**config.mk**
```make
export PLATFORM = sky130hd
export DESIGN_NAME = lkv_ctrl
export DESIGN_NICKNAME = d
export VERILOG_FILES = /design/src/rtl/lkv_pkg.sv /design/src/rtl/lkv_ctrl.sv
export SDC_FILE = /design/constraint.sdc
export NUM_CORES = 1
export LEC_CHECK = 0
export BUFFER_PORTS_ARGS = -buffer_cell sky130_fd_sc_hd__buf_2
export CORE_AREA = 2 2 39 41
export DETAILED_ROUTE_END_ITERATION = 8
export DIE_AREA = 0 0 41 43
export SLEW_MARGIN = 25
export SYNTH_ARGS = -nofsm -noshare
export SYNTH_HDL_FRONTEND = slang
export SYNTH_SLANG_ARGS = --single-unit
```
**constraint.sdc**
```tcl
create_clock -name clk -period 1.8 [get_ports clk]
set_input_delay 0.09 -clock clk [delete_from_list [all_inputs] [get_ports clk]]
set_output_delay 0.09 -clock clk [all_outputs]
set_load 0.05 [all_outputs]
```
**src/rtl/lkv_pkg.sv**
```systemverilog
// Shared types and constants for the LRU key-value cache.
// No dependencies; compile first.
`default_nettype none
package lkv_pkg;

  localparam int MODE_W = 2;
  localparam int KEY_W  = 32;
  localparam int VAL_W  = 32;
  localparam int CAP_W  = 7;
  localparam int OCC_W  = 7;
  localparam int CNT_W  = 32;

  localparam logic [CAP_W-1:0] CAP_RESET = 7'd64;

  typedef enum logic [MODE_W-1:0] {
    MODE_GET   = 2'd0,
    MODE_PUT   = 2'd1,
    MODE_CLEAR = 2'd2,
    MODE_NOP   = 2'd3
  } mode_t;

  // controller to datapath
  typedef struct packed {
    logic load;    // capture request beat
    logic look;    // register lookup results, read value store
    logic commit;  // apply update, load response register
  } cmd_t;

endpackage
`default_nettype wire

```
**src/rtl/lkv_ctrl.sv**
```systemverilog
// Controller for the LRU key-value cache: sequences lookup and update,
// owns the response valid. Depends on lkv_pkg.
`default_nettype none
module lkv_ctrl (
  input  wire logic          clk,
  input  wire logic          rst,
  input  wire logic          in_valid,
  output logic               in_ready,
  output logic               out_valid,
  input  wire logic          out_ready,
  output lkv_pkg::cmd_t      cmd
);
  import lkv_pkg::*;

  typedef enum logic [1:0] {S_IDLE, S_LOOK, S_UPD} state_t;

  state_t state;
  logic   go;

  // update may retire once the response register is free
  assign go       = !out_valid || out_ready;
  assign in_ready = (state == S_IDLE) || ((state == S_UPD) && go);

  assign cmd.load   = in_valid && in_ready;
  assign cmd.look   = (state == S_LOOK);
  assign cmd.commit = (state == S_UPD) && go;

  always_ff @(posedge clk) begin
    if (rst) begin
      state     <= S_IDLE;
      out_valid <= 1'b0;
    end else begin
      if (cmd.commit) begin
        out_valid <= 1'b1;
      end else if (out_ready) begin
        out_valid <= 1'b0;
      end
      case (state)
        S_IDLE: begin
          if (cmd.load) state <= S_LOOK;
        end
        S_LOOK: state <= S_UPD;
        S_UPD: begin
          if (cmd.load)      state <= S_LOOK;
          else if (go)       state <= S_IDLE;
        end
        default: state <= S_IDLE;
      endcase
    end
  end

`ifndef SYNTHESIS
  a_commit_valid: assert property (@(posedge clk) disable iff (rst)
    cmd.commit |=> out_valid) else $error("response not raised after update");
  a_load_look: assert property (@(posedge clk) disable iff (rst)
    cmd.load |=> (state == S_LOOK)) else $error("accepted beat not looked up");
  a_stall_hold: assert property (@(posedge clk) disable iff (rst)
    (state == S_UPD) && out_valid && !out_ready |=> (state == S_UPD))
    else $error("update retired over pending response");
`endif
endmodule
`default_nettype wire

```
==> impl_metrics.csv, run 1 <==
group,metric,value,unit
clock_network,post_cts_buffers,0,
logic_synthesis,ys_warn_count,0,
final_layout,nets,31,
drt,wirelength,307,um
critical_path,cp.required,1.71,ns
clock_network,cts_resized,0,
floorplanning,floorplan.die.width,41,um
sta,setup-tns-final,0,ns
critical_path,r2r_end,"state[1]$_SDFFE_PP0P_",
drt,avgViaCountPerCell,3.24,
floorplanning,die_h,43,um
status,status,"complete, no violations",
final_layout,drive_gt1_share,50.0,%
sta,tightest_slew,0.249,ns
logic_synthesis,ys_ff_latch,3,
logic_synthesis,postSynthAreaPerCell,10.6,um^2
clock_network,cts_hold_buffers,0,
sta,finalCriticalPeriod,1.29,ns
grt,overflow,0,
drt,antenna_left,0,
final_layout,syn_to_final_growth,61.3,%
sta,fin_crit_sh,71.4,%
place,dp_slack,0.744,ns
grt,grt_usage,4.32,%
floorplanning,initial_core_util,10.8,%
final_layout,utilization,17.4,%
critical_path,cp_max_fo,4,
grt,grt_max_degree,7,
sta,rsz0062_at_grt,"false",
drt,drt_drc_violations_left,0,
flow_run,drv_cap,0,
clock_network,clock_latency,0.23,ns
clock_network,clk_transition_reported_paths,0.04,ns
sta,setup_violations,0,
logic_synthesis,syn_inst,14,
logic_synthesis,ys_seq_area_share,40.3,%
sta,slew_headroom,83.5,%
drt,vias,136,
sta,slew_violations,0,
critical_path,startpoint,"state[1]$_SDFFE_PP0P_",
clock_network,ctsHtreeMaxLevel,1,
critical_path,reg2reg_depth,2,
logic_synthesis,synth_top_cells_by_area,"dfxtp_1, nor4b_2, and4bb_1",
clock_network,clockBufferDepth,2,
floorplanning,rows,14,
sta,clock_skew,0.000889,ns
place,numPlacedInstances,38,
floorplanning,dieArea,0.00176,mm^2
drt,post_drt_wl_per_cell,7.31,um
critical_path,r2r-start,"state[0]$_SDFFE_PP0P_",
final_layout,diodes,0,
sta,final-hold-violation-count,0,
critical_path,critPathKind,"reg2out",
power,finalPower,0.229,mW
grt,grt_pass1_vias,132,
logic_synthesis,ys_types,11,
logic_synthesis,synth_top_area_cell,"dfxtp_1",
clock_network,cts_tree,"built",
sta,postLayoutSetupSlackWorst,0.514,ns
logic_synthesis,synthesis.nets,18,
logic_synthesis,netlist_area,149,um^2
logic_synthesis,netlist.area_leader.share,40.3,%
critical_path,endpoint_kind,"output port",
critical_path,cp-start-kind,"register",
hold_path,min_path_type,"in2reg",
sta,max_freq,778,MHz
clock_network,cts_root_buf,"clkbuf_4",
place,io_buffer_count,8,
clock_network,cts_buffers,3,
critical_path,rrSetupSlack,0.92,ns
clock_network,cts.sink_count,3,
critical_path,crit_end,"cmd[2]",
drt,drt-pass1-iter-count,1,
power,power_density,952,mW/mm^2
floorplanning,placeableCoreArea,0.00138,mm^2
floorplanning,io-pin-count,9,
place,gp_congestion,0.590,
grt,antenna_found_initial,0,
final_layout,final_cells,42,
grt,grt_pass1_wl,434,um
drt,drt_iter0_drc,0,
power,p_leak,0.121,nW
critical_path,critical_path_arrival,1.20,ns
power,ir_drop,170,uV
worst min-delay path by stage:
stage                                  end  from  slack [ns]  depth (start not counted)
floorplan           out_valid$_SDFFE_PP0P_   rst        0.16                          1
global placement    out_valid$_SDFFE_PP0P_   rst        0.30                          2
detailed placement  out_valid$_SDFFE_PP0P_   rst        0.30                          2
CTS                 out_valid$_SDFFE_PP0P_   rst        0.05                          2
global route         state[0]$_SDFFE_PP0P_   rst        0.07                          2
finish              out_valid$_SDFFE_PP0P_   rst        0.06                          2
synth_stat cells (all sizes together):
cell	n
dfxtp	3
nand2b	2
a21oi	1
and2b	1
and3b	1
and4bb	1
nor2	1
nor2b	1
nor3b	1
nor4b	1
o21ba	1
cell usage in the layout, fill, tap and decap left out:
cell,synthesis,routed
nor2b_1,1,1
clkbuf_4,0,3
and4bb_1,1,1
dfxtp_1,3,3
buf_2,0,8
nand2b_1,2,2
o21ba_1,1,1
a21oi_1,1,1
and2b_1,1,1
nor2_1,1,1
nor4b_2,1,1
and3b_1,1,1
nor3b_2,0,1
clkbuf_1,0,1
through the flow:
step / instance area, um^2 / hold slack (ns)
finish: 240 / 0.0569
global route: 240 / 0.0668
CTS: 240 / 0.0485
detailed placement: 214 / 0.297
global placement: 214 / 0.301
floorplan: 154 / 0.159
cell type report:
cell class	count	area, um^2
sequential	3	60.1
multi-input combinational	11	93.8
tap	16	20.0
clock buffer	4	26.3
timing repair buffer	8	40.0
fill	169	1140
where the power goes:
part / internal, mW / switching, mW
registers: 0.0699 / 0.00312
logic: 0.0131 / 0.0269
clock network: 0.0829 / 0.0327
total: 0.166 / 0.0628
flip-flops by register name, summed over array words and instances, names as in the netlist:
signal	flops
state	2
out_valid	1
kinds of logic (layout without fill, tap and decap cells):
group	count (synthesis)	in the layout	share of synthesized area, %
AO/OA/AOI/OAI	2	2	10.1
flip-flops	3	3	40.3
AND/OR/NAND/NOR	9	9	49.6
buffers and inverters	0	12	0
layer usage:
layer | routed length, um | global-route usage (%) | vias to the layer above
li1 | - | - | 74
met1 | 96 | 3.22 | 57
met2 | 165 | 5.63 | 5
met3 | 45 | 3.14 | 0
met4 | 0 | 6.00 | 0
met5 | 0 | 0 | -
critical path, stage by stage, from the launching register on:
cell and delay, ns:
dfxtp_1 0.31, and3b_1 0.22, nor3b_2 0.16, buf_2 0.28
No activity file was read; power rests on OpenSTA's default activity.
==> run 2: changes to the inputs <==
- clock period: 1.8 -> 1.2 ns (I/O delays scaled with it)
==> impl_metrics.csv, run 2 (synthesized netlist as in run 1, its figures left out) <==
group,metric,value,unit
clock_network,cts_root_buf,"clkbuf_4",
final_layout,nets,32,
grt,grt-busiest-layer,"met1",
final_layout,layout_common_cells,"buf_2, clkbuf_4, dfxtp_2, buf_4",
drt,drt-pass1-iter-count,2,
flow_run,drv_cap,0,
power,ir_drop,304,uV
status,failed_checks,"negative setup slack",
sta,postLayoutSetupSlackWorst,-0.00844,ns
drt,drt_drc_violations_left,0,
place,dpl_cell_area,225,um^2
sta,tightest_slew,0.247,ns
floorplanning,die_h,43,um
power,finalPower,0.359,mW
critical_path,critPathKind,"reg2out",
sta,slew_violations,0,
drt,antenna_left,0,
grt,antenna_found_initial,0,
place,gp_congestion,0.587,
sta,clock_skew,0.000416,ns
grt,grt_pass1_vias,151,
sta,max_freq,828,MHz
power,power_density,1270,mW/mm^2
clock_network,clk_transition_reported_paths,0.04,ns
final_layout,largest_register_ffs,2,
drt,wirelength,388,um
final_layout,final_area,282,um^2
grt,grt.met1_usage,7.35,%
drt,post_drt_wl_per_cell,9.02,um
place,hpwlAfterDp,313,um
drt,vias,151,
drt,avgViaCountPerCell,3.51,
clock_network,cts.sink_count,3,
final_layout,utilization,20.3,%
sta,rsz0062_at_grt,"true",
clock_network,clockBufferDepth,2,
sta,hold_ws,0.0335,ns
drt,drt_iter0_drc,2,
final_layout,syn_to_final_growth,89.1,%
floorplanning,dieArea,0.00176,mm^2
place,io_buffer_count,8,
final_layout,regMostFlops,"state",
grt,grt_max_degree,7,
floorplanning,floorplan.die.width,41,um
hold_path,min_path_type,"in2reg",
critical_path,cp.required,1.14,ns
final_layout,diodes,0,
clock_network,ctsHtreeMaxLevel,1,
clock_network,cts_buffers,3,
critical_path,endpoint_kind,"output port",
final_layout,final_common_cell,"buf_2",
critical_path,cp_max_fo,4,
status,status,"finished, violations left",
sta,finalCriticalPeriod,1.21,ns
clock_network,cts_tree,"built",
critical_path,cp-start-kind,"register",
grt,overflow,0,
clock_network,clock_latency,0.23,ns
sta,setup_violations,1,
grt,grt_pass1_wl,586,um
final_layout,reg_top3,"state x2, out_valid x1",
floorplanning,placeableCoreArea,0.00138,mm^2
sta,fin_crit_sh,101,%
grt,use_met3,3.14,%
sta,slew_headroom,83.7,%
critical_path,critical_path_arrival,1.15,ns
final_layout,drive_gt1_share,74.1,%
final_layout,n_fill_cell,159,
floorplanning,initial_core_util,10.8,%
floorplanning,rows,14,
grt,use_met2,5.31,%
sta,final-hold-violation-count,0,
floorplanning,io-pin-count,9,
clock_network,cts_hold_buffers,0,
grt,grt_usage,5.51,%
power,p_leak,0.135,nW
run 2: changes by cell type in the layout (fill, tap and decap cells not counted), moves of 2 or more:
| cell | change |
|---|---|
| dfxtp_1 | -3 |
| buf_2 | -4 |
| dfxtp_2 | +3 |
| buf_6 | +2 |
| buf_4 | +3 |
run 2: final timing paths:
path                         startpoint                     end  slack [ns]  cells past startpoint
hold reg to reg   state[0]$_SDFFE_PP0P_   state[0]$_SDFFE_PP0P_        0.51                      1
setup reg to reg  state[1]$_SDFFE_PP0P_   state[0]$_SDFFE_PP0P_        0.21                      3
setup / recovery  state[1]$_SDFFE_PP0P_                  cmd[2]      -0.008                      3
hold / removal                      rst  out_valid$_SDFFE_PP0P_        0.03                      2
run 2: repair_timing:
item	CTS	global route
hold endpoints to repair	0	0
gates resized for setup	6	4
setup buffers	0	1
endpoints found under the setup margin	4	4
run 2: routing by layer:
metal | vias up | share of wire (%)
met3 | 0 | 10
met1 | 65 | 54
met5 | - | 0
met4 | 0 | 0
li1 | 77 | -
met2 | 9 | 36
run 2: through the flow:
stage | worst slack, ns | instances | TNS (ns)
global placement | 0.148 | 38 | 0
finish | -0.00844 | 43 | -0.00844
floorplan | -0.131 | 14 | -0.199
detailed placement | 0.126 | 38 | 0
global route | -0.0587 | 43 | -0.0587
CTS | -0.0399 | 42 | -0.0399
run 2: final cells by class:
class                   instances  area, um^2  area share, %
clock buffers                   4        26.3           9.33
repair buffers                  9        65.1           23.1
flip-flops and latches          3        63.8           22.7
multi-input cells              11         106           37.8
well taps                      16        20.0           7.11
run 2: report_power, final:
part / internal (mW) / switching, mW / leakage (nW)
sequential: 0.106 / 0.00636 / 0.0258
combinational: 0.0293 / 0.0433 / 0.0941
clock: 0.124 / 0.0494 / 0.0150
total: 0.260 / 0.0991 / 0.135
run 2: worst max-delay path: stages, from the launching register on:
cell,delay [ns]
dfxtp_2,0.32
and3b_2,0.24
nor3b_4,0.18
buf_6,0.18
==> run 3: changes to the inputs <==
- CAP_MARGIN: unset -> 20
- CTS_BUF_LIST: unset -> sky130_fd_sc_hd__clkbuf_8
- MAX_ROUTING_LAYER: unset -> met4
==> impl_metrics.csv, run 3 (synthesized netlist as in run 1, its figures left out) <==
group,metric,value,unit
critical_path,cp.buffers_inverters,1,
clock_network,cts_tree,"built",
drt,drt_drc_violations_left,0,
grt,grt_pass1_wl,586,um
floorplanning,placeableCoreArea,0.00138,mm^2
power,power_density,1520,mW/mm^2
floorplanning,initial_core_util,10.8,%
power,p_leak,0.152,nW
floorplanning,dieArea,0.00176,mm^2
drt,vias,157,
sta,final-hold-violation-count,0,
grt,antenna_found_initial,0,
clock_network,cts.sink_count,3,
drt,drt-pass1-iter-count,1,
critical_path,cp.required,1.14,ns
final_layout,largest_register_ffs,2,
drt,drt_iter0_drc,0,
sta,finalCriticalPeriod,1.21,ns
sta,tightest_slew,0.247,ns
final_layout,regArea,62.6,um^2
sta,max_freq,828,MHz
drt,wirelength,406,um
grt,grt_pass1_vias,147,
clock_network,ctsHtreeMaxLevel,1,
clock_network,cts_buffers,3,
floorplanning,io-pin-count,9,
critical_path,cp_slowest_cell,"dfxtp_2",
final_layout,regMostFlops,"state",
final_layout,syn_to_final_growth,106,%
grt,grt_max_degree,7,
critical_path,cp-start-kind,"register",
place,gp_congestion,0.591,
final_layout,drive_gt1_share,71.4,%
clock_network,clock_latency,0.21,ns
status,failed_checks,"negative setup slack",
critical_path,critPathTopFamily,"simple AND/OR/NAND/NOR gates",
grt,grt_usage,5.65,%
hold_path,min_path_type,"in2reg",
critical_path,critPathKind,"reg2out",
drt,avgViaCountPerCell,3.57,
clock_network,clk_transition_reported_paths,0.03,ns
sta,clock_skew,0.000841,ns
final_layout,diodes,0,
drt,post_drt_wl_per_cell,9.23,um
floorplanning,floorplan.die.width,41,um
flow_run,drv_cap,0,
floorplanning,die_h,43,um
sta,postLayoutSetupSlackWorst,-0.00836,ns
sta,fin_crit_sh,101,%
critical_path,cp_max_fo,3,
critical_path,critPathMaxStageDelay,0.31,ns
sta,setup_violations,1,
place,io_buffer_count,8,
final_layout,n_fill_cell,158,
sta,rsz0062_at_grt,"true",
clock_network,cts_hold_buffers,0,
grt,overflow,0,
final_layout,nets,33,
critical_path,cp_cell_sequence,"and3b_2 -> nor3b_4 -> buf_6",
status,status,"finished, violations left",
drt,antenna_left,0,
final_layout,utilization,22.2,%
sta,slew_violations,0,
clock_network,cts_root_buf,"clkbuf_8",
power,ir_drop,420,uV
clock_network,clockBufferDepth,2,
final_layout,reg_top3,"state x2, out_valid x1",
sta,setup-tns-final,-0.00836,ns
final_layout,layout_common_cells,"buf_2, clkbuf_8, buf_4",
final_layout,multi_input_area,106,um^2
power,finalPower,0.467,mW
sta,slew_headroom,83.7,%
place,hpwlAfterDp,313,um
floorplanning,rows,14,
final_layout,final_common_cell,"buf_2",
critical_path,critical_path_arrival,1.15,ns
critical_path,endpoint_kind,"output port",
run 3: changes by cell type in the layout (fill, tap and decap cells not counted):
cell      delta
clkbuf_8     +3
inv_1        +1
dfxtp_2      -1
clkbuf_1     -1
clkbuf_4     -2
dfxtp_1      +1
run 3: final timing paths:
kind,startpoint,end,slack (ns),cells past startpoint
setup reg to reg,out_valid$_SDFFE_PP0P_,state[0]$_SDFFE_PP0P_,0.21,3
setup / recovery,out_valid$_SDFFE_PP0P_,cmd[2],-0.008,3
hold reg to reg,state[0]$_SDFFE_PP0P_,state[0]$_SDFFE_PP0P_,0.50,1
hold / removal,rst,out_valid$_SDFFE_PP0P_,0.05,2
run 3: routing by layer:
| layer | global-route usage, % | share of wire, % | vias to the layer above |
|---|---|---|---|
| met3 | 3.14 | 8.9 | 0 |
| met2 | 5.31 | 37 | 9 |
| met5 | - | 0 | - |
| met4 | 6.00 | 0 | 0 |
| met1 | 7.35 | 54 | 69 |
| li1 | - | - | 79 |
run 3: per-stage QoR:
| stage | instances | area (um^2) | hold slack, ns | setup WS (ns) |
|---|---|---|---|---|
| after floorplan | 14 | 165 | 0.129 | -0.131 |
| after global placement | 38 | 225 | 0.271 | 0.148 |
| after detailed placement | 38 | 225 | 0.278 | 0.126 |
| after CTS | 42 | 283 | 0.0533 | -0.0159 |
| after global routing | 44 | 307 | 0.0550 | -0.0486 |
| final | 44 | 307 | 0.0503 | -0.00836 |
run 3: timing repair:
item / in CTS / in global routing
resized for setup: 5 / 4
endpoints found under the setup margin: 3 / 3
pin swaps: 0 / 2
buffers inserted: 0 / 2
run 3: layout make-up:
cell class	instances	share of cell area, %
clock inverters	1	1.22
multi-input cells	11	34.7
clock buffers	3	13.5
flip-flops and latches	3	20.4
repair buffers	10	23.7
well taps	16	6.53
run 3: report_power, final:
part           switching, mW  internal (mW)
Sequential           0.00595          0.106
Combinational         0.0440         0.0301
Clock                 0.0635          0.218
Total                  0.113          0.353
